## src/rtl/dgas_pkg.sv

```systemverilog
// Shared types, constants and helper functions of the digamma series block.
`default_nettype none

package dgas_pkg;

  localparam int MAG_W = 51;
  localparam int SUM_W = 53;
  localparam int DIV_STAGES = 49;
  localparam int LOG_ROUNDS = 32;
  localparam int LOG_LAT = LOG_ROUNDS + 2;
  localparam int QMUL_LAT = 2;
  localparam int HORNER_LAT = 3;
  localparam int FQ_DEPTH = 4;
  localparam int FQ_AW = 2;

  localparam logic [MAG_W-1:0] CLAMP_MAG = {1'b1, 50'd0};
  localparam logic [MAG_W-1:0] LN2_Q32 = 51'd2977044472;
  localparam logic [31:0] X_ONE = 32'h0001_0000;
  localparam logic [31:0] NEG_EULER_Q24 = 32'hFF6C_3B98;
  localparam logic [31:0] PSI_MAX = 32'h7FFF_FFFF;
  localparam logic [31:0] PSI_MIN = 32'h8000_0000;

  typedef struct packed {
    logic             neg;
    logic [MAG_W-1:0] mag;
  } sm_t;

  typedef struct packed {
    logic [31:0] x;
    logic        one;
  } fe_item_t;

  function automatic sm_t coef_sm(input logic [2:0] k);
    sm_t o;
    o.neg = 1'b0;
    o.mag = '0;
    case (k)
      3'd0: begin
        o.neg = 1'b1;
        o.mag = 51'd357913941;
      end
      3'd1: begin
        o.neg = 1'b0;
        o.mag = 51'd35791394;
      end
      3'd2: begin
        o.neg = 1'b1;
        o.mag = 51'd17043521;
      end
      3'd3: begin
        o.neg = 1'b0;
        o.mag = 51'd17895697;
      end
      3'd4: begin
        o.neg = 1'b1;
        o.mag = 51'd32537631;
      end
      3'd5: begin
        o.neg = 1'b0;
        o.mag = 51'd90592869;
      end
      3'd6: begin
        o.neg = 1'b1;
        o.mag = 51'd357913941;
      end
      default: begin
        o.neg = 1'b0;
        o.mag = '0;
      end
    endcase
    return o;
  endfunction

  function automatic logic signed [SUM_W-1:0] sm_to_s(input sm_t v);
    logic signed [SUM_W-1:0] u;
    u = signed'({2'b00, v.mag});
    return v.neg ? -u : u;
  endfunction

  function automatic sm_t s_to_sm(input logic signed [SUM_W-1:0] s);
    sm_t o;
    logic [SUM_W-1:0] m;
    m = s[SUM_W-1] ? unsigned'(-s) : unsigned'(s);
    o.neg = s[SUM_W-1];
    o.mag = (m > {2'b00, CLAMP_MAG}) ? CLAMP_MAG : m[MAG_W-1:0];
    return o;
  endfunction

endpackage

`default_nettype wire

```

## src/rtl/dgas_front.sv

```systemverilog
// Front end: fixes up the argument, flags the exact-one case and queues items.
`default_nettype none

module dgas_front (
  input  wire logic              clk,
  input  wire logic              rst_n,
  input  wire logic              push,
  input  wire logic [31:0]       x_value,
  output logic                   full,
  output dgas_pkg::fe_item_t     head,
  output logic                   head_vld,
  input  wire logic              head_pop
);
  import dgas_pkg::*;

  fe_item_t         q_r [FQ_DEPTH];
  logic [FQ_AW-1:0] wr_r, wr_nxt;
  logic [FQ_AW-1:0] rd_r, rd_nxt;
  logic [FQ_AW:0]   cnt_r, cnt_nxt;
  logic             push_ok, pop_ok;
  fe_item_t         item;

  always_comb begin
    item.x   = (x_value == 32'd0) ? 32'd1 : x_value;
    item.one = (item.x == X_ONE);
  end

  assign full     = (cnt_r == (FQ_AW+1)'(FQ_DEPTH));
  assign head_vld = (cnt_r != '0);
  assign head     = q_r[rd_r];
  assign push_ok  = push && !full;
  assign pop_ok   = head_pop && head_vld;

  always_comb begin
    wr_nxt  = push_ok ? wr_r + 1'b1 : wr_r;
    rd_nxt  = pop_ok ? rd_r + 1'b1 : rd_r;
    cnt_nxt = cnt_r;
    if (push_ok && !pop_ok) begin
      cnt_nxt = cnt_r + 1'b1;
    end else if (pop_ok && !push_ok) begin
      cnt_nxt = cnt_r - 1'b1;
    end
  end

  always_ff @(posedge clk) begin
    if (!rst_n) begin
      wr_r  <= '0;
      rd_r  <= '0;
      cnt_r <= '0;
    end else begin
      wr_r  <= wr_nxt;
      rd_r  <= rd_nxt;
      cnt_r <= cnt_nxt;
    end
  end

  always_ff @(posedge clk) begin
    if (push_ok) begin
      q_r[wr_r] <= item;
    end
  end

endmodule

`default_nettype wire

```

## config.mk

```make
export PLATFORM = sky130hd
export DESIGN_NAME = dgas_front
export DESIGN_NICKNAME = d
export VERILOG_FILES = /design/src/rtl/dgas_pkg.sv /design/src/rtl/dgas_front.sv
export SDC_FILE = /design/constraint.sdc
export NUM_CORES = 1
export LEC_CHECK = 0
export BUFFER_PORTS_ARGS = -buffer_cell sky130_fd_sc_hd__buf_2
export CELL_PAD_IN_SITES_DETAIL_PLACEMENT = 1
export CELL_PAD_IN_SITES_GLOBAL_PLACEMENT = 1
export CORE_UTILIZATION = 49
export DETAILED_ROUTE_END_ITERATION = 8
export GPL_ROUTABILITY_DRIVEN = 0
export PLACE_DENSITY = 0.86
export SLEW_MARGIN = 10
export SYNTH_ARGS = -nofsm -noshare
export SYNTH_HDL_FRONTEND = slang
export SYNTH_SLANG_ARGS = --single-unit
```

## constraint.sdc

```tcl
create_clock -name clk -period 2.63 [get_ports clk]
set_input_delay 0.526 -clock clk [delete_from_list [all_inputs] [get_ports clk]]
set_output_delay 0.526 -clock clk [all_outputs]
set_load 0.02 [all_outputs]
```

==> metrics.txt <==
Antenna Cells 0; Area Overhead vs Synth 20.91%; Critical-path top delay cell mux4_2; worst hold path class in2reg; row cnt 38; Inserted Clock Buffers 17; Syn Std Cell Area 0.005463 sq mm; die width 107.6 um; PD cells 1087 mW/mm^2; Root Driver clkbuf_8; vias in the first global route 2979; #FFs+latches synth 141; Syn Area/Cell 20.38 sq um; final hold slack 0.2314 ns; H-tree depth 4; Crit. End Element output port; critical path's largest stage delay 0.52 ns; family with the most delay on the worst path buffers and inverters; Net Count, Synth 310; GRT Overall Usage 0.2122; post-route minimum period 2.503 ns; most frequent cells in the layout edfxtp_1 (132), buf_2 (70), mux4_2 (33); Worst IR Drop VDD 0.5262 mV; reg2reg path depth 9; clk slew on worst S/H paths 0.06 ns; Distinct cells, synth 28; Vias/cell 5.543; setup TNS 0 ns; Port-buffer cells 70; GR Overflow Total 0; Fin Clk Skew 0.009861 ns; initial antenna violation count 0; measured slew at the worst slew-check pin 0.8996 ns; WP buf/inv 2; TritonRoute pass-1 iters 4; Remaining DRCs 0; static leakage 2.289 nW; final hold viol count 0; detailed-route via count 2666; fin area 0.006605 sq mm; Fillers 941; most common cell after layout, fill and taps aside edfxtp_1; largest net degree at the start of global routing 34; CORE AREA 0.01084 sq mm; worst-path cell chain bufbuf_16 > mux4_2 > buf_2; CP arrival 1.98 ns; post-synthesis sequential area ratio 0.7586; CP required 2.10 ns; Mapped Cells 268; Clock Path Buffers 2; Placed Instances 442; Hold Path Depth 1; endpoints failing setup 0; first-pass GRT wire length 16930 um; CTS sink count 141; die area 0.01157 sq mm; status complete, no violations; Slew headroom 0.4002; Final Cycle Share 0.9517; Total Wirelength 11290 um; die height 107.6 um; Cell Count, Final, Fillers Out 481; Worst path depth 3; DP Area 0.005883 sq mm; share of layout cells above drive strength 1 0.4487; Slew Limit Fails 0; max-cap check violation count 0; RSZ-0062 raised after global routing false; initial core utilization 0.5039; total power 7.178 mW; crit start category flip-flop; Yosys warnings 0; WS Path Type reg2out; routed len/inst 23.47 um; Iter 0 DRT Violations 172; CTS tree yes; Layout Nets 370; I/O Pins 71; hpwl dp 6472 um; Final ANT Viol Nets 0; fmax 399.5 MHz; Clk Latency, worst-skew pair 0.53 ns; crit path max fanout 13
cells in the mapped netlist (all sizes together):
cell type	instances	share of area
buf	8	0.012
o31ai	2	0.0027
clkbuf	32	0.022
clkinv	1	0.0030
and3	4	0.0055
nor4	7	0.0080
o21ai	3	0.0034
fa	1	0.0037
edfxtp	132	0.73
ha	5	0.011
xor2	4	0.0064
or3	2	0.0027
nor2	6	0.0041
mux2i	1	0.0018
dfxtp	9	0.033
inv	7	0.0048
mux4	33	0.14
nand4	2	0.0023
a21oi	3	0.0041
nand3	2	0.0018
o311ai	1	0.0016
or3b	1	0.0016
nor3	2	0.0018
per-layer routing:
layer | global-route usage | share of wire | routed length [um]
met5 | 0 | 0 | 0
met2 | 0.3516 | 0.52 | 5924
met1 | 0.2627 | 0.40 | 4562
met4 | 0.09295 | 0.0091 | 103
met3 | 0.05690 | 0.062 | 698
flip-flops by register name, indices dropped and copies added, names as in the netlist, named ones only:
name / cells
cnt_r: 3
q_r: 132
wr_r: 2
rd_r: 2
worst register-to-register path: stages, from the launching register on:
cell and delay, ns:
dfxtp_1 0.44, or3b_1 0.37, clkinv_8 0.08, nor2_1 0.11, ha_1 0.19, inv_1 0.06
fa_1 0.38, xor2_1 0.17, or3_2 0.41, a21oi_1 0.15
through the flow:
| stage | worst slack [ns] | utilization |
|---|---|---|
| floorplan | 0.4729 | - |
| global placement | 0.3269 | 0.5427 |
| detailed placement | 0.2037 | 0.5427 |
| CTS | 0.009155 | 0.6051 |
| global route | 0.04972 | 0.6093 |
| finish | 0.1271 | 0.6093 |
kinds of logic (layout without fill, tap and decap cells):
| group | count (synthesis) | count (layout) | share of synthesized area |
|---|---|---|---|
| multiplexers | 34 | 34 | 0.1379 |
| flip-flops | 141 | 141 | 0.7586 |
| XOR/XNOR | 4 | 4 | 0.006413 |
| adder cells (fa/ha/maj) | 6 | 6 | 0.01512 |
| AND/OR/NAND/NOR | 26 | 26 | 0.02794 |
| buffers and inverters | 48 | 121 | 0.04215 |
| AO/OA/AOI/OAI | 9 | 9 | 0.01191 |
final timing paths:
| check | slack [ns] | endpoint | start |
|---|---|---|---|
| worst min register to register | 0.52 | wr_r[1] | wr_r[1] |
| worst min-delay path | 0.23 | q_r[3][28] | x_value[27] |
| worst max register to register | 0.19 | cnt_r[2] | cnt_r[0] |
| worst max-delay path | 0.13 | head[8] | flip-flop |
cell type report:
| class | count | area [sq um] | area share |
|---|---|---|---|
| Inverter | 8 | 42.54 | 0.006441 |
| Sequential cell | 141 | 4149 | 0.6281 |
| Clock buffer | 19 | 421.7 | 0.06384 |
| Clock inverter | 13 | 220.2 | 0.03334 |
| Multi-Input combinational cell | 79 | 1089 | 0.1648 |
| Tap cell | 140 | 175.2 | 0.02652 |
| Timing Repair Buffer | 81 | 508.0 | 0.07691 |
what timing repair did:
item                                   4_1_cts  5_1_grt
setup buffers                                0        6
gates cloned                                 1        0
resized for setup                            1        0
hold buffers                                 0        0
setup endpoints to repair                   25        6
endpoints found under the hold margin        0        0
power by group:
group	switching [mW]	total (mW)	internal, mW
logic	0.936	1.74	0.804
clock network	0.899	2.62	1.72
registers	0.115	2.82	2.70
No activity file was read; power rests on OpenSTA's default activity.
